--- src/design/rpm_pkg.sv ---
// ----------------------------------------------------------------------------
// rpm_pkg: shared types and constants of the round panel pixel stage
// Field widths, target colours, register indexes and the side payload that
// travels with each pixel down the root pipeline.
// ----------------------------------------------------------------------------
package rpm_pkg;

	// default world size
	localparam int WORLD_W_DEF = 256;
	localparam int WORLD_H_DEF = 256;

	// field widths
	localparam int COORD_W = 8;
	localparam int COL_W   = 24;
	localparam int CH_W    = 8;
	localparam int N_W     = 9;
	localparam int N_MIN   = 8;

	// geometry widths, doubled coordinates from the crop centre
	localparam int PX_W  = 11;
	localparam int TX_W  = 12;
	localparam int ATX_W = 11;
	localparam int SQ_W  = 22;
	localparam int D2_W  = 23;
	localparam int NSQ_W = 18;

	// rim fade: root of d2 with 8 fraction bits
	localparam int FRAC_BITS = 8;
	localparam int RAD_W     = NSQ_W + 2 * FRAC_BITS;
	localparam int ROOT_W    = RAD_W / 2;
	localparam int K_W       = 10;
	localparam logic [K_W-1:0] K_MAX = K_W'(3 << FRAC_BITS);

	// grid and pip spacing
	localparam int PIP_STEP  = 10;
	localparam int PIP_RECIP = 205;
	localparam int PIP_SHIFT = 11;

	// target colours
	localparam logic [COL_W-1:0] COL_BLACK   = 24'h000000;
	localparam logic [COL_W-1:0] COL_RED     = 24'hFF2020;
	localparam logic [COL_W-1:0] COL_GREEN   = 24'h20FF20;
	localparam logic [COL_W-1:0] COL_BLUE    = 24'h4080FF;
	localparam logic [COL_W-1:0] COL_YELLOW  = 24'hFFE020;
	localparam logic [COL_W-1:0] COL_WHITE   = 24'hFFFFFF;
	localparam logic [COL_W-1:0] COL_MAGENTA = 24'hFF40FF;
	localparam logic [COL_W-1:0] COL_CROSS   = 24'h303030;
	localparam logic [COL_W-1:0] COL_GRID    = 24'h202020;

	// configuration register indexes
	localparam int CFG_IDX_W = 2;
	typedef enum logic [CFG_IDX_W-1:0] {
		REG_PANEL_SIZE,
		REG_CALIBRATE,
		REG_CIRCLE_MASK
	} rpm_reg_t;

	// pixel payload carried alongside the root pipeline
	typedef struct packed {
		logic             rim;
		logic [N_W-1:0]   n;
		logic [COL_W-1:0] color;
	} rpm_side_t;

endpackage

--- src/design/rpm_geom.sv ---
// ----------------------------------------------------------------------------
// rpm_geom: crop geometry, distances and alignment target
// Four stages: clamp and crop offsets, doubled coordinates, squares and
// target flags, then distance compares and colour choice.
// ----------------------------------------------------------------------------
module rpm_geom #(
	parameter int WORLD_WIDTH  = rpm_pkg::WORLD_W_DEF,
	parameter int WORLD_HEIGHT = rpm_pkg::WORLD_H_DEF
) (
	input  logic                         clk,
	input  logic                         arst_n,
	input  logic                         en,
	input  logic [rpm_pkg::N_W-1:0]      panel_size,
	input  logic                         calibrate_mode,
	input  logic                         circle_mask,
	input  logic                         in_valid,
	input  logic [rpm_pkg::COORD_W-1:0]  pixel_x,
	input  logic [rpm_pkg::COORD_W-1:0]  pixel_y,
	input  logic [rpm_pkg::COL_W-1:0]    color_in,
	output logic                         out_valid,
	output rpm_pkg::rpm_side_t           out_side,
	output logic [rpm_pkg::NSQ_W-1:0]    out_d2
);
	import rpm_pkg::*;

	localparam int LIM   = (WORLD_WIDTH < WORLD_HEIGHT) ? WORLD_WIDTH : WORLD_HEIGHT;
	localparam int N_TOP = (1 << N_W) - 1;
	localparam int LIM_N = (LIM > N_TOP) ? N_TOP : LIM;
	localparam int WW    = N_W + 2;

	function automatic logic is_mult10(input logic [CH_W-1:0] v);
		logic [2*CH_W-1:0] prod;
		logic [CH_W-1:0]   q;
		logic [CH_W-1:0]   back;
		prod = (2*CH_W)'(v) * (2*CH_W)'(PIP_RECIP);
		q    = CH_W'(prod >> PIP_SHIFT);
		back = CH_W'(q * CH_W'(PIP_STEP));
		return v == back;
	endfunction

	// stage 1: clamp panel size, crop offsets
	logic [N_W-1:0]     n_c;
	logic [N_W:0]       cx_c;
	logic [N_W:0]       cy_c;

	logic               v_s1;
	logic [COORD_W-1:0] x_s1;
	logic [COORD_W-1:0] y_s1;
	logic [COL_W-1:0]   col_s1;
	logic [N_W-1:0]     n_s1;
	logic [N_W-1:0]     nm1_s1;
	logic [N_W:0]       cx_s1;
	logic [N_W:0]       cy_s1;
	logic               cal_s1;
	logic               msk_s1;

	always_comb begin
		if (panel_size < N_W'(N_MIN)) begin
			n_c = N_W'(N_MIN);
		end else if (panel_size > N_W'(LIM_N)) begin
			n_c = N_W'(LIM_N);
		end else begin
			n_c = panel_size;
		end
		cx_c = (N_W+1)'((WW'(WORLD_WIDTH) - WW'(n_c)) >> 1);
		cy_c = (N_W+1)'((WW'(WORLD_HEIGHT) - WW'(n_c)) >> 1);
	end

	always_ff @(posedge clk or negedge arst_n) begin
		if (!arst_n) begin
			v_s1 <= 1'b0;
		end else if (en) begin
			v_s1 <= in_valid;
		end
	end

	always_ff @(posedge clk) begin
		if (en) begin
			x_s1   <= pixel_x;
			y_s1   <= pixel_y;
			col_s1 <= color_in;
			n_s1   <= n_c;
			nm1_s1 <= n_c - N_W'(1);
			cx_s1  <= cx_c;
			cy_s1  <= cy_c;
			cal_s1 <= calibrate_mode;
			msk_s1 <= circle_mask;
		end
	end

	// stage 2: crop-relative and doubled centred coordinates
	logic signed [PX_W-1:0] px_c;
	logic signed [PX_W-1:0] py_c;
	logic signed [TX_W-1:0] tx_c;
	logic signed [TX_W-1:0] ty_c;
	logic signed [TX_W-1:0] ntx_c;
	logic signed [TX_W-1:0] nty_c;

	logic                   v_s2;
	logic signed [PX_W-1:0] px_s2;
	logic signed [PX_W-1:0] py_s2;
	logic [ATX_W-1:0]       atx_s2;
	logic [ATX_W-1:0]       aty_s2;
	logic [N_W-1:0]         n_s2;
	logic [CH_W-1:0]        ic_s2;
	logic                   even_s2;
	logic [COL_W-1:0]       col_s2;
	logic                   cal_s2;
	logic                   msk_s2;

	always_comb begin
		px_c  = $signed(PX_W'(x_s1)) - $signed(PX_W'(cx_s1));
		py_c  = $signed(PX_W'(y_s1)) - $signed(PX_W'(cy_s1));
		tx_c  = $signed({px_c, 1'b0}) - $signed(TX_W'(nm1_s1));
		ty_c  = $signed({py_c, 1'b0}) - $signed(TX_W'(nm1_s1));
		ntx_c = -tx_c;
		nty_c = -ty_c;
	end

	always_ff @(posedge clk or negedge arst_n) begin
		if (!arst_n) begin
			v_s2 <= 1'b0;
		end else if (en) begin
			v_s2 <= v_s1;
		end
	end

	always_ff @(posedge clk) begin
		if (en) begin
			px_s2   <= px_c;
			py_s2   <= py_c;
			atx_s2  <= tx_c[TX_W-1] ? ntx_c[ATX_W-1:0] : tx_c[ATX_W-1:0];
			aty_s2  <= ty_c[TX_W-1] ? nty_c[ATX_W-1:0] : ty_c[ATX_W-1:0];
			n_s2    <= n_s1;
			ic_s2   <= nm1_s1[N_W-1:1];
			even_s2 <= ~n_s1[0];
			col_s2  <= col_s1;
			cal_s2  <= cal_s1;
			msk_s2  <= msk_s1;
		end
	end

	// stage 3: squares, crop test, arm / crosshair / grid flags
	logic [N_W:0]           pxu_c;
	logic [N_W:0]           pyu_c;
	logic [N_W:0]           ic_c;
	logic [N_W:0]           ic1_c;
	logic [N_W:0]           nm3_c;
	logic                   crop_c;
	logic                   row_c;
	logic                   colm_c;
	logic [ATX_W-1:0]       stp_sel_c;
	logic [ATX_W:0]         stp_c;
	logic signed [PX_W-1:0] dx_c;
	logic signed [PX_W-1:0] dy_c;
	logic signed [PX_W-1:0] ndx_c;
	logic signed [PX_W-1:0] ndy_c;
	logic [CH_W-1:0]        adx_c;
	logic [CH_W-1:0]        ady_c;

	logic                   v_s3;
	logic [SQ_W-1:0]        tx2_s3;
	logic [SQ_W-1:0]        ty2_s3;
	logic [NSQ_W-1:0]       nsq_s3;
	logic [NSQ_W-1:0]       n2sq_s3;
	logic [NSQ_W-1:0]       n3sq_s3;
	logic                   crop_s3;
	logic                   red_s3;
	logic                   green_s3;
	logic                   blue_s3;
	logic                   yellow_s3;
	logic                   cross_s3;
	logic                   pip_s3;
	logic                   grid_s3;
	logic [N_W-1:0]         n_s3;
	logic [COL_W-1:0]       col_s3;
	logic                   cal_s3;
	logic                   msk_s3;

	always_comb begin
		pxu_c  = px_s2[N_W:0];
		pyu_c  = py_s2[N_W:0];
		ic_c   = (N_W+1)'(ic_s2);
		ic1_c  = ic_c + (N_W+1)'(1);
		nm3_c  = (N_W+1)'(n_s2) - (N_W+1)'(3);
		crop_c = !px_s2[PX_W-1] && !py_s2[PX_W-1]
			&& (pxu_c < (N_W+1)'(n_s2)) && (pyu_c < (N_W+1)'(n_s2));
		row_c  = (pyu_c == ic_c) || (even_s2 && pyu_c == ic1_c);
		colm_c = (pxu_c == ic_c) || (even_s2 && pxu_c == ic1_c);
		// crosshair step is half the doubled distance along the arm, rounded up
		stp_sel_c = row_c ? atx_s2 : aty_s2;
		stp_c  = ((ATX_W+1)'(stp_sel_c) + (ATX_W+1)'(1)) >> 1;
		dx_c   = px_s2 - $signed(PX_W'(ic_s2));
		dy_c   = py_s2 - $signed(PX_W'(ic_s2));
		ndx_c  = -dx_c;
		ndy_c  = -dy_c;
		adx_c  = dx_c[PX_W-1] ? ndx_c[CH_W-1:0] : dx_c[CH_W-1:0];
		ady_c  = dy_c[PX_W-1] ? ndy_c[CH_W-1:0] : dy_c[CH_W-1:0];
	end

	always_ff @(posedge clk or negedge arst_n) begin
		if (!arst_n) begin
			v_s3 <= 1'b0;
		end else if (en) begin
			v_s3 <= v_s2;
		end
	end

	always_ff @(posedge clk) begin
		if (en) begin
			tx2_s3    <= SQ_W'(atx_s2) * SQ_W'(atx_s2);
			ty2_s3    <= SQ_W'(aty_s2) * SQ_W'(aty_s2);
			nsq_s3    <= NSQ_W'(n_s2) * NSQ_W'(n_s2);
			n2sq_s3   <= NSQ_W'(n_s2 - N_W'(2)) * NSQ_W'(n_s2 - N_W'(2));
			n3sq_s3   <= NSQ_W'(n_s2 - N_W'(3)) * NSQ_W'(n_s2 - N_W'(3));
			crop_s3   <= crop_c;
			red_s3    <= row_c && (pxu_c >= nm3_c);
			green_s3  <= row_c && (pxu_c <= (N_W+1)'(2));
			blue_s3   <= colm_c && (pyu_c <= (N_W+1)'(2));
			yellow_s3 <= colm_c && (pyu_c >= nm3_c);
			cross_s3  <= row_c || colm_c;
			pip_s3    <= (stp_c != '0) && is_mult10(stp_c[CH_W-1:0]);
			grid_s3   <= is_mult10(adx_c) && is_mult10(ady_c);
			n_s3      <= n_s2;
			col_s3    <= col_s2;
			cal_s3    <= cal_s2;
			msk_s3    <= msk_s2;
		end
	end

	// stage 4: distance compares and colour choice
	logic [D2_W-1:0]  d2_c;
	logic             out_disc_c;
	logic             ring_c;
	logic             inner_c;
	logic [COL_W-1:0] tgt_c;
	rpm_side_t        side_c;

	logic             v_s4;
	rpm_side_t        side_s4;
	logic [NSQ_W-1:0] d2_s4;

	always_comb begin
		d2_c       = D2_W'(tx2_s3) + D2_W'(ty2_s3);
		out_disc_c = d2_c > D2_W'(nsq_s3);
		ring_c     = d2_c > D2_W'(n2sq_s3);
		inner_c    = d2_c <= D2_W'(n3sq_s3);

		if (!crop_s3 || out_disc_c) begin
			tgt_c = COL_BLACK;
		end else if (red_s3) begin
			tgt_c = COL_RED;
		end else if (green_s3) begin
			tgt_c = COL_GREEN;
		end else if (blue_s3) begin
			tgt_c = COL_BLUE;
		end else if (yellow_s3) begin
			tgt_c = COL_YELLOW;
		end else if (ring_c) begin
			tgt_c = COL_WHITE;
		end else if (cross_s3) begin
			tgt_c = pip_s3 ? COL_MAGENTA : COL_CROSS;
		end else if (grid_s3) begin
			tgt_c = COL_GRID;
		end else begin
			tgt_c = COL_BLACK;
		end

		side_c.n   = n_s3;
		side_c.rim = !cal_s3 && msk_s3 && !out_disc_c && !inner_c;
		if (cal_s3) begin
			side_c.color = tgt_c;
		end else if (msk_s3 && out_disc_c) begin
			side_c.color = COL_BLACK;
		end else begin
			side_c.color = col_s3;
		end
	end

	always_ff @(posedge clk or negedge arst_n) begin
		if (!arst_n) begin
			v_s4 <= 1'b0;
		end else if (en) begin
			v_s4 <= v_s3;
		end
	end

	always_ff @(posedge clk) begin
		if (en) begin
			side_s4 <= side_c;
			d2_s4   <= d2_c[NSQ_W-1:0];
		end
	end

	assign out_valid = v_s4;
	assign out_side  = side_s4;
	assign out_d2    = d2_s4;

endmodule

--- src/design/rpm_sqrt.sv ---
// ----------------------------------------------------------------------------
// rpm_sqrt: pipelined square root for the rim fade
// One result bit per stage, restoring digit method on d2 shifted up by
// sixteen bits; the pixel payload rides along.
// ----------------------------------------------------------------------------
module rpm_sqrt (
	input  logic                          clk,
	input  logic                          arst_n,
	input  logic                          en,
	input  logic                          in_valid,
	input  rpm_pkg::rpm_side_t            in_side,
	input  logic [rpm_pkg::NSQ_W-1:0]     in_d2,
	output logic                          out_valid,
	output rpm_pkg::rpm_side_t            out_side,
	output logic [rpm_pkg::ROOT_W-1:0]    out_root
);
	import rpm_pkg::*;

	localparam int TR_W = RAD_W + 2;

	logic              v_s    [1:ROOT_W];
	logic [RAD_W-1:0]  rem_s  [1:ROOT_W];
	logic [ROOT_W-1:0] root_s [1:ROOT_W];
	rpm_side_t         side_s [1:ROOT_W];

	for (genvar j = 0; j < ROOT_W; j++) begin : g_stage
		localparam int B = ROOT_W - 1 - j;

		logic              v_in;
		logic [RAD_W-1:0]  rem_in;
		logic [ROOT_W-1:0] root_in;
		rpm_side_t         side_in;
		logic [TR_W-1:0]   trial;
		logic [TR_W-1:0]   diff;
		logic              ge;

		if (j == 0) begin : g_first
			assign v_in    = in_valid;
			assign rem_in  = {in_d2, {(2*FRAC_BITS){1'b0}}};
			assign root_in = '0;
			assign side_in = in_side;
		end else begin : g_next
			assign v_in    = v_s[j];
			assign rem_in  = rem_s[j];
			assign root_in = root_s[j];
			assign side_in = side_s[j];
		end

		// bits of root_in sit above B, so the two terms never overlap
		assign trial = (TR_W'(root_in) << (B + 1)) | (TR_W'(1) << (2 * B));
		assign ge    = TR_W'(rem_in) >= trial;
		assign diff  = TR_W'(rem_in) - trial;

		always_ff @(posedge clk or negedge arst_n) begin
			if (!arst_n) begin
				v_s[j+1] <= 1'b0;
			end else if (en) begin
				v_s[j+1] <= v_in;
			end
		end

		always_ff @(posedge clk) begin
			if (en) begin
				rem_s[j+1]  <= ge ? diff[RAD_W-1:0] : rem_in;
				root_s[j+1] <= root_in | (ROOT_W'(ge) << B);
				side_s[j+1] <= side_in;
			end
		end
	end

	assign out_valid = v_s[ROOT_W];
	assign out_side  = side_s[ROOT_W];
	assign out_root  = root_s[ROOT_W];

endmodule

--- src/design/rpm_scale.sv ---
// ----------------------------------------------------------------------------
// rpm_scale: linear rim fade of the pixel colour
// Fade weight from the root, per-channel product, then division by 768
// as a shift by eight and a reciprocal multiply by a third.
// ----------------------------------------------------------------------------
module rpm_scale (
	input  logic                          clk,
	input  logic                          arst_n,
	input  logic                          en,
	input  logic                          in_valid,
	input  rpm_pkg::rpm_side_t            in_side,
	input  logic [rpm_pkg::ROOT_W-1:0]    in_root,
	output logic                          out_valid,
	output logic [rpm_pkg::COL_W-1:0]     out_color
);
	import rpm_pkg::*;

	localparam int P_W     = CH_W + K_W;
	localparam int Q_W     = P_W - FRAC_BITS;
	localparam int DIV3_MUL = 683;
	localparam int DIV3_SH  = 11;
	localparam int M_W     = Q_W + DIV3_SH - 1;

	// stage 1: fade weight
	logic [ROOT_W-1:0] kf_c;
	logic              v_s1;
	rpm_side_t         side_s1;
	logic [K_W-1:0]    k_s1;

	assign kf_c = {in_side.n, {FRAC_BITS{1'b0}}} - in_root;

	always_ff @(posedge clk or negedge arst_n) begin
		if (!arst_n) begin
			v_s1 <= 1'b0;
		end else if (en) begin
			v_s1 <= in_valid;
		end
	end

	always_ff @(posedge clk) begin
		if (en) begin
			side_s1 <= in_side;
			k_s1    <= (kf_c > ROOT_W'(K_MAX)) ? K_MAX : kf_c[K_W-1:0];
		end
	end

	// stage 2: channel times weight, shifted down by eight
	logic [2:0][P_W-1:0] p_c;
	logic                v_s2;
	rpm_side_t           side_s2;
	logic [2:0][Q_W-1:0] q_s2;

	always_comb begin
		for (int c = 0; c < 3; c++) begin
			p_c[c] = P_W'(side_s1.color[c*CH_W +: CH_W]) * P_W'(k_s1);
		end
	end

	always_ff @(posedge clk or negedge arst_n) begin
		if (!arst_n) begin
			v_s2 <= 1'b0;
		end else if (en) begin
			v_s2 <= v_s1;
		end
	end

	always_ff @(posedge clk) begin
		if (en) begin
			side_s2 <= side_s1;
			for (int c = 0; c < 3; c++) begin
				q_s2[c] <= p_c[c][P_W-1:FRAC_BITS];
			end
		end
	end

	// stage 3: divide by three, pick faded or plain colour
	logic [2:0][M_W-1:0] m_c;
	logic [COL_W-1:0]    fade_c;
	logic                v_s3;
	logic [COL_W-1:0]    col_s3;

	always_comb begin
		for (int c = 0; c < 3; c++) begin
			m_c[c] = M_W'(q_s2[c]) * M_W'(DIV3_MUL);
			fade_c[c*CH_W +: CH_W] = m_c[c][DIV3_SH +: CH_W];
		end
	end

	always_ff @(posedge clk or negedge arst_n) begin
		if (!arst_n) begin
			v_s3 <= 1'b0;
		end else if (en) begin
			v_s3 <= v_s2;
		end
	end

	always_ff @(posedge clk) begin
		if (en) begin
			col_s3 <= side_s2.rim ? fade_c : side_s2.color;
		end
	end

	assign out_valid = v_s3;
	assign out_color = col_s3;

endmodule

--- src/design/round_panel_pixel_mask_and_test_pattern_core.sv ---
// ----------------------------------------------------------------------------
// round_panel_pixel_mask_and_test_pattern_core: round panel pixel stage
// Disc mask with rim fade, or an alignment target, on a pixel stream.
// ----------------------------------------------------------------------------
// usage
//   s_axis carries one pixel a beat: world column, row and rgb colour
//   m_axis returns one colour beat for every pixel beat, in order
//   cfg writes panel size, calibrate mode and circle mask by index;
//   it is always ready, and writes belong between frames with the pipe empty
// timing
//   a new pixel can be taken every cycle while s_axis_tready is high; a colour
//   reaches m_axis after its pixel beat has passed 4 geometry stages, 17 root
//   stages (one result bit each), 3 fade stages and the output register
// stalls
//   the pipeline runs while the skid register is free; when m_axis stalls
//   one more result lands in the skid register and only then s_axis_tready
//   drops, so nothing is dropped or repeated
// reset
//   arst_n clears all valid bits and the skid; registers return to panel
//   size 256 with both modes off (plain pass-through)
// ----------------------------------------------------------------------------
module round_panel_pixel_mask_and_test_pattern_core #(
	parameter int WORLD_WIDTH  = rpm_pkg::WORLD_W_DEF,
	parameter int WORLD_HEIGHT = rpm_pkg::WORLD_H_DEF
) (
	input  logic                            clk,
	input  logic                            arst_n,
	// pixel input: pixel_x [7:0], pixel_y [15:8], color_in [39:16]
	input  logic                            s_axis_tvalid,
	output logic                            s_axis_tready,
	input  logic [39:0]                     s_axis_tdata,
	// colour output: color_out [23:0]
	output logic                            m_axis_tvalid,
	input  logic                            m_axis_tready,
	output logic [23:0]                     m_axis_tdata,
	// register writes
	input  logic                            cfg_valid,
	output logic                            cfg_ready,
	input  logic [rpm_pkg::CFG_IDX_W-1:0]   cfg_index,
	input  logic [rpm_pkg::N_W-1:0]         cfg_data
);
	import rpm_pkg::*;

	// configuration registers
	logic [N_W-1:0] panel_size_q;
	logic           calibrate_q;
	logic           circle_mask_q;

	assign cfg_ready = 1'b1;

	always_ff @(posedge clk or negedge arst_n) begin
		if (!arst_n) begin
			panel_size_q  <= N_W'(256);
			calibrate_q   <= 1'b0;
			circle_mask_q <= 1'b0;
		end else if (cfg_valid && cfg_ready) begin
			case (rpm_reg_t'(cfg_index))
				REG_PANEL_SIZE:  panel_size_q  <= cfg_data;
				REG_CALIBRATE:   calibrate_q   <= cfg_data[0];
				REG_CIRCLE_MASK: circle_mask_q <= cfg_data[0];
				default: begin
					// unknown index, write dropped
				end
			endcase
		end
	end

	// pipeline enable: the whole pipe moves while the skid register is free
	logic skid_v_q;
	logic en;

	assign en            = !skid_v_q;
	assign s_axis_tready = en;

	// geometry and target
	logic             geo_valid;
	rpm_side_t        geo_side;
	logic [NSQ_W-1:0] geo_d2;

	rpm_geom #(
		.WORLD_WIDTH  (WORLD_WIDTH),
		.WORLD_HEIGHT (WORLD_HEIGHT)
	) u_geom (
		.clk            (clk),
		.arst_n         (arst_n),
		.en             (en),
		.panel_size     (panel_size_q),
		.calibrate_mode (calibrate_q),
		.circle_mask    (circle_mask_q),
		.in_valid       (s_axis_tvalid),
		.pixel_x        (s_axis_tdata[7:0]),
		.pixel_y        (s_axis_tdata[15:8]),
		.color_in       (s_axis_tdata[39:16]),
		.out_valid      (geo_valid),
		.out_side       (geo_side),
		.out_d2         (geo_d2)
	);

	// twice the distance from the centre, 8 fraction bits
	logic              rt_valid;
	rpm_side_t         rt_side;
	logic [ROOT_W-1:0] rt_root;

	rpm_sqrt u_sqrt (
		.clk       (clk),
		.arst_n    (arst_n),
		.en        (en),
		.in_valid  (geo_valid),
		.in_side   (geo_side),
		.in_d2     (geo_d2),
		.out_valid (rt_valid),
		.out_side  (rt_side),
		.out_root  (rt_root)
	);

	// rim fade and final colour
	logic             res_valid;
	logic [COL_W-1:0] res_color;

	rpm_scale u_scale (
		.clk       (clk),
		.arst_n    (arst_n),
		.en        (en),
		.in_valid  (rt_valid),
		.in_side   (rt_side),
		.in_root   (rt_root),
		.out_valid (res_valid),
		.out_color (res_color)
	);

	// output register with skid: catches the one beat still in flight when
	// the receiver stalls, drained first once it takes again
	logic             out_v_q;
	logic [COL_W-1:0] out_data_q;
	logic [COL_W-1:0] skid_data_q;

	always_ff @(posedge clk or negedge arst_n) begin
		if (!arst_n) begin
			out_v_q  <= 1'b0;
			skid_v_q <= 1'b0;
		end else if (m_axis_tready || !out_v_q) begin
			if (skid_v_q) begin
				out_v_q  <= 1'b1;
				skid_v_q <= 1'b0;
			end else begin
				out_v_q  <= res_valid;
			end
		end else if (en && res_valid) begin
			skid_v_q <= 1'b1;
		end
	end

	always_ff @(posedge clk) begin
		if (m_axis_tready || !out_v_q) begin
			out_data_q <= skid_v_q ? skid_data_q : res_color;
		end else if (en && res_valid) begin
			skid_data_q <= res_color;
		end
	end

	assign m_axis_tvalid = out_v_q;
	assign m_axis_tdata  = out_data_q;

endmodule

--- config.mk ---
export PLATFORM = sky130hd
export DESIGN_NAME = round_panel_pixel_mask_and_test_pattern_core
export DESIGN_NICKNAME = d
export VERILOG_FILES = /design/src/design/rpm_pkg.sv /design/src/design/rpm_geom.sv /design/src/design/rpm_sqrt.sv /design/src/design/rpm_scale.sv /design/src/design/round_panel_pixel_mask_and_test_pattern_core.sv
export SDC_FILE = /design/constraint.sdc
export NUM_CORES = 2
export LEC_CHECK = 0
export ABC_AREA = 1
export BUFFER_PORTS_ARGS = -buffer_cell sky130_fd_sc_hd__buf_2
export CAP_MARGIN = 20
export CORE_ASPECT_RATIO = 0.9
export CORE_UTILIZATION = 28
export CTS_CLUSTER_DIAMETER = 120
export CTS_CLUSTER_SIZE = 8
export DETAILED_ROUTE_END_ITERATION = 10
export PLACE_DENSITY_LB_ADDON = 0.1
export RECOVER_POWER = 100
export SLEW_MARGIN = 20
export SYNTH_ARGS = -nofsm -noshare
export SYNTH_HDL_FRONTEND = slang
export SYNTH_SLANG_ARGS = --single-unit
--- constraint.sdc ---
create_clock -name clk -period 89.3 [get_ports clk]
set_input_delay 8.93 -clock clk [delete_from_list [all_inputs] [get_ports clk]]
set_output_delay 8.93 -clock clk [all_outputs]
set_load 0.02 [all_outputs]
---- Word-level counts from Yosys, hierarchy flattened ----
Memories as Yosys holds them, arrays and structs flattened.
Index checks and enable logic that the tools add are counted.
storage, ports and cells
  bits in registers ....................... 550
  RAM bits ................................ 1445
  logic and storage cells ................. 268
  memories kept ........................... 3
memories
  memory         words  bits a word  rd ports  clocked after Yosys merged registers in  wr ports  line            source
  u_sqrt.rem_s   17     34           16        0                                        17        rpm_sqrt.sv:22  logic [RAD_W-1:0] rem_s [1:ROOT_W];
  u_sqrt.side_s  17     34           17        0                                        17        rpm_sqrt.sv:24  rpm_side_t side_s [1:ROOT_W];
  u_sqrt.root_s  17     17           17        0                                        17        rpm_sqrt.sv:23  logic [ROOT_W-1:0] root_s [1:ROOT_W];
operators by class
  add/subtract/negate cells ............... 36
  $mul .................................... 17
  magnitude comparators ................... 29
  equal/unequal tests ..................... 9
  multiplexer cells ....................... 41
  bitwise logic cells ..................... 18
  reductions and logical operators ........ 36
operators with widths
  operator                                                               count
  34-bit 2-to-1 mux                                                      17
  24-bit 2-to-1 mux                                                      12
  10-bit by 10-bit multiplier with 19-bit output, second input constant  3
  8-bit by 10-bit multiplier with 18-bit output                          3
  8-bit by 8-bit multiplier with 16-bit output, second input constant    3
  23-bit by 18-bit > comparator with 1-bit output                        2
  11-bit by 11-bit multiplier with 22-bit output                         2
  18-bit by 18-bit multiplier with 18-bit output                         2
  34-bit by 18-bit >= comparator with 1-bit output                       1
  34-bit by 19-bit >= comparator with 1-bit output                       1
  34-bit by 20-bit >= comparator with 1-bit output                       1
  34-bit by 21-bit >= comparator with 1-bit output                       1
  34-bit by 22-bit >= comparator with 1-bit output                       1
  34-bit by 23-bit >= comparator with 1-bit output                       1
  34-bit by 24-bit >= comparator with 1-bit output                       1
  34-bit by 25-bit >= comparator with 1-bit output                       1
  34-bit by 26-bit >= comparator with 1-bit output                       1
  34-bit by 27-bit >= comparator with 1-bit output                       1
  34-bit by 28-bit >= comparator with 1-bit output                       1
  34-bit by 29-bit >= comparator with 1-bit output                       1
  34-bit by 30-bit >= comparator with 1-bit output                       1
  34-bit by 31-bit >= comparator with 1-bit output                       1
  34-bit by 32-bit >= comparator with 1-bit output                       1
  34-bit by 33-bit >= comparator with 1-bit output                       1
  other kinds (73)                                                       126

---- Depth between registers and ports, before layout ----
  word-level depth ........................ 10
  depth in mapped cells ................... 53
  gate-level depth less buffers ........... 52

---- Hierarchy ----
From an unflattened synthesis, not the netlist that was laid out.
unflattened totals
  cell total of the unflattened synthesis .. 10336
  area, all modules ....................... 103956.0 sq um
by module, submodules not included
  module                                        times used  cells an instance  area each (sq um)
  rpm_sqrt                                      1           4047               47082.7
  rpm_geom                                      1           3870               36408.7
  rpm_scale                                     1           2231               18149.9
  round_panel_pixel_mask_and_test_pattern_core  1           188                2314.7

---- Worst setup path before layout ----
No wires, ideal clock.
  kind .................................... reg-to-output
  start ................................... register skid_v_q
  end ..................................... output port s_axis_tready
  data arrival time ....................... 41.678 ns
  data required time ...................... 80.370 ns
  slack ................................... 38.692 ns
  cell stages (with the launch flop) ...... 4
  buffers on the path ..................... 2
  path through ............................ dfrtp_1 > clkbuf_1 > inv_2 > clkbuf_1
between the ends
  cells in the longest elaborated chain, start to end .. 1
ends and longest elaborated chain
  item                      line                                                 source
  start: declaration        round_panel_pixel_mask_and_test_pattern_core.sv:69   logic skid_v_q;
  start signal: assignment  round_panel_pixel_mask_and_test_pattern_core.sv:140  skid_v_q <= 1'b0;
  start signal: assignment  round_panel_pixel_mask_and_test_pattern_core.sv:144  skid_v_q <= 1'b0;
  start signal: assignment  round_panel_pixel_mask_and_test_pattern_core.sv:149  skid_v_q <= 1'b1;
  1-bit logical NOT         round_panel_pixel_mask_and_test_pattern_core.sv:72   assign en = !skid_v_q;
  end: declaration          round_panel_pixel_mask_and_test_pattern_core.sv:30   output logic s_axis_tready,
No other way between the ends.

==> key figures <==
Run status
  – Failing checks: DRC, capacitance limit, slew limit
  – Outcome: complete, but fails checks

Yosys
  – Synth Instances: 8871
  – Synth Register Bits: 1598
  – Area contributors post-synth: edfxtp_1 48%, ha_1 13%, fa_1 12%
  – Synth Warn #: 0
  – Post-Syn Area: 98500 sq um
  – Synth unique cells: 73
  – Most common flop cell mapped by yosys: edfxtp_1
  – Mean Syn Cell Area: around 11 sq um
  – Synth area leader: edfxtp_1
  – Number of flops mapped to enable cells by yosys: 1561
  – Post-synthesis async set-or-reset flop share: 2.32%
  – Yosys top cell area share: 47.6%
  – Sequential share of the synthesized area: between 40% and 50%

Floorplanning
  – Core Region: 350000 sq um
  – FP Rows: 206
  – Die W: 627 um
  – I/O pins: 83
  – Die height: approximately 560 um
  – Die Area: approximately 350000 sq um
  – Initial Util: 28.1%

Worst hold path
  – Hold crit path type: reg -> reg
  – WHS Path Cells: 0
  – Hold path start: u_sqrt.side_s[0][592]
  – Hold Path Sink: u_scale.side_s1[14]

STA
  – Worst Skew: between 50 and 60 ps
  – Tcrit/Tclk final: 21.7%
  – Fmax: 0.0516 GHz
  – Period minus WS final: 19390 ps
  – Setup_tns: 0 ps
  – Slew headroom: -478%
  – Worst Slack Setup Final: 69910 ps
  – Final setup vio count: 0
  – Final-report hold violation count: 0
  – Worst-Margin Slew: 8670 ps
  – RSZ-0062 raised after global routing: false
  – Max Transition Viols Final: 1738

Layout
  – P&R area growth vs syn: 12.3%
  – Area of the multi-input gates: 43500 sq um
  – Final Util: 31.6%
  – Fillers: 35578
  – Layout cells sized above 1: 4.20%
  – Commonest non-fill, non-tap cell in the layout: inv_1
  – Commonest cells after routing, fill and taps aside: 1766 x inv_1, 1561 x edfxtp_1, 1381 x nand2_1, 992 x ha_1, 576 x fa_1
  – Final nets: around 11000
  – Sequential cell area: 47800 sq um

Clock network
  – CTS tree: done
  – Hold Buf Count CTS: 0
  – Clk_lat worst skew: ~880 ps
  – Setup repair bufs after CTS: 0
  – Root buf cell: clkbuf_16
  – CTS max path bufs: 4
  – Total CTS buffers: between 200 and 250
  – # resized after CTS: 0
  – Clock sink total: 1598
  – H-Tree Depth: 4
  – Clock slew at reported path FFs: 60 ps

Global route
  – Global-route wire length before repair: 348 mm
  – Overflow after GRT: 0
  – GRT Total Usage: 12.4%
  – Number of global-route vias before repair: 62947
  – Antenna violations before repair: 4
  – Pin count of the biggest net entering global routing: 167

Detailed routing
  – Drt wl/cell: 15.7 um
  – Total Wirelength: approximately 220 mm
  – 1st-pass router iterations: 8
  – Vias per cell: 4.24
  – DR vias: 58765
  – Remaining DRCs: 5
  – Iter 0 DRT Violations: 2714
  – Post-DRT Antenna Nets: 0

Critical path
  – Crit-path cells: clkbuf_1 -> clkinvlp_2 -> clkbuf_1 -> clkbuf_1 -> clkbuf_1 -> clkbuf_1
  – Crit path capture type: flop
  – Crit Reg-Reg Endpoint: u_sqrt.rem_s[2][5]
  – Worst Setup SP: skid_v_q
  – CP max stage cell: clkbuf_1
  – Startpoint Class: flop
  – RR Startpoint: skid_v_q
  – Worst path max stage delay: 6200 ps
  – CP dominant cell by count: clkbuf_1
  – CP max FO: 166
  – R2r setup slk: between 60000 and 70000 ps
  – Critical Path AT: 19760 ps
  – Worst r2r path cells: 6
  – Crit Path Class: reg -> reg
  – CP required: 89680 ps

Placement
  – Place WS: 78520 ps
  – Port Buf Inserts: 81
  – GPL Wtd Cong: 0.814
  – Dpl hpwl: 165 mm

Flow run
  – Max-Cap Viols: 28
[Yosys cell counts, types with 6 or more instances]
master	n
fa_1	576
nor4_1	39
xor2_1	317
inv_1	1763
or2_2	25
o21ai_1	14
o31ai_1	21
a211oi_1	19
o21bai_1	34
nand4_1	51
a31oi_1	37
nand2_2	11
buf_1	6
and2_1	6
nand3b_1	22
a21boi_0	9
a21o_1	36
nand2_1	1378
clkbuf_1	115
nor3_1	74
o2111ai_1	7
edfxtp_1	1561
o21a_1	15
dfrtp_1	36
nand3_1	228
nor3b_1	7
o211ai_1	11
a21oi_1	412
xnor2_1	195
ha_1	992
o21ai_0	275
nor2_1	487
inv_2	9
[registers in the layout (all words and copies together), names as in the netlist, 25 cells and up, named ones only]
| name | count |
|---|---|
| u_geom.out_side | 34 |
| u_scale.q_s2 | 30 |
| u_scale.side_s1 | 25 |
| u_scale.side_s2 | 25 |
| u_sqrt.rem_s | 327 |
| u_sqrt.root_s | 153 |
| u_sqrt.side_s | 578 |
[worst max-delay path, delay by kind of cell, from the launching register on]
family / cells / cell delay [ps]
flops: 1 / 380
buf+inv: 6 / 18150
[how the worst max path moves through the flow]
stage                          to  slack, ps  depth (start not counted)
2_1_floorplan       s_axis_tready      38690                          3
3_3_place_gp        s_axis_tready      78530                          3
3_5_place_dp        s_axis_tready      78520                          3
4_1_cts             s_axis_tready      77560                          3
5_1_grt        u_sqrt.rem_s[2][4]      67080                          6
6_report       u_sqrt.rem_s[2][5]      69910                          6
[per-stage QoR]
step / hold WS [ps] / instance area (sq um) / std cells
2_1_floorplan: 400 / 98500 / 8874
3_3_place_gp: 401 / 105000 / 13577
3_5_place_dp: 405 / 105000 / 13578
4_1_cts: 362 / 111000 / 13866
5_1_grt: 376 / 111000 / 13870
6_report: 378 / 111000 / 13870
[per-layer routing]
| layer | vias to the layer above | GRT usage, % | part of all wire (%) |
|---|---|---|---|
| met4 | 0 | 3.14 | 2.4 |
| met1 | 28142 | 15.8 | 46 |
| met5 | - | 0 | 0 |
| met3 | 336 | 1.57 | 2.7 |
| li1 | 29696 | - | - |
| met2 | 591 | 22.0 | 49 |
[cell type report]
class	instances	area share, %
clock inverter	14	0.216
antenna	3	0.00678
inverter	1778	6.03
multi-input combinational	5371	39.3
clock buffer	274	5.25
tap	4680	5.29
sequential	1598	43.2
timing repair buffer	152	0.655
[logic make-up (layout without fill, tap and decap cells)]
group / after synthesis / in the layout / synth area share (%)
and+or+nand+nor: 2352 / 2352 / 9.92
buffers and inverters: 1905 / 2218 / 7.28
DFF: 1598 / 1598 / 48.5
adders and majority gates: 1568 / 1568 / 24.3
AOI/OAI and AO/OA: 925 / 925 / 5.29
xor gates and xnor gates: 516 / 516 / 4.63
muxes: 5 / 5 / 0.0571
other: 2 / 8 / 0.00762
Power is left out: the tool's default activity adds up to more than one toggle a clock period on the data nets, which glitch-free logic cannot reach.
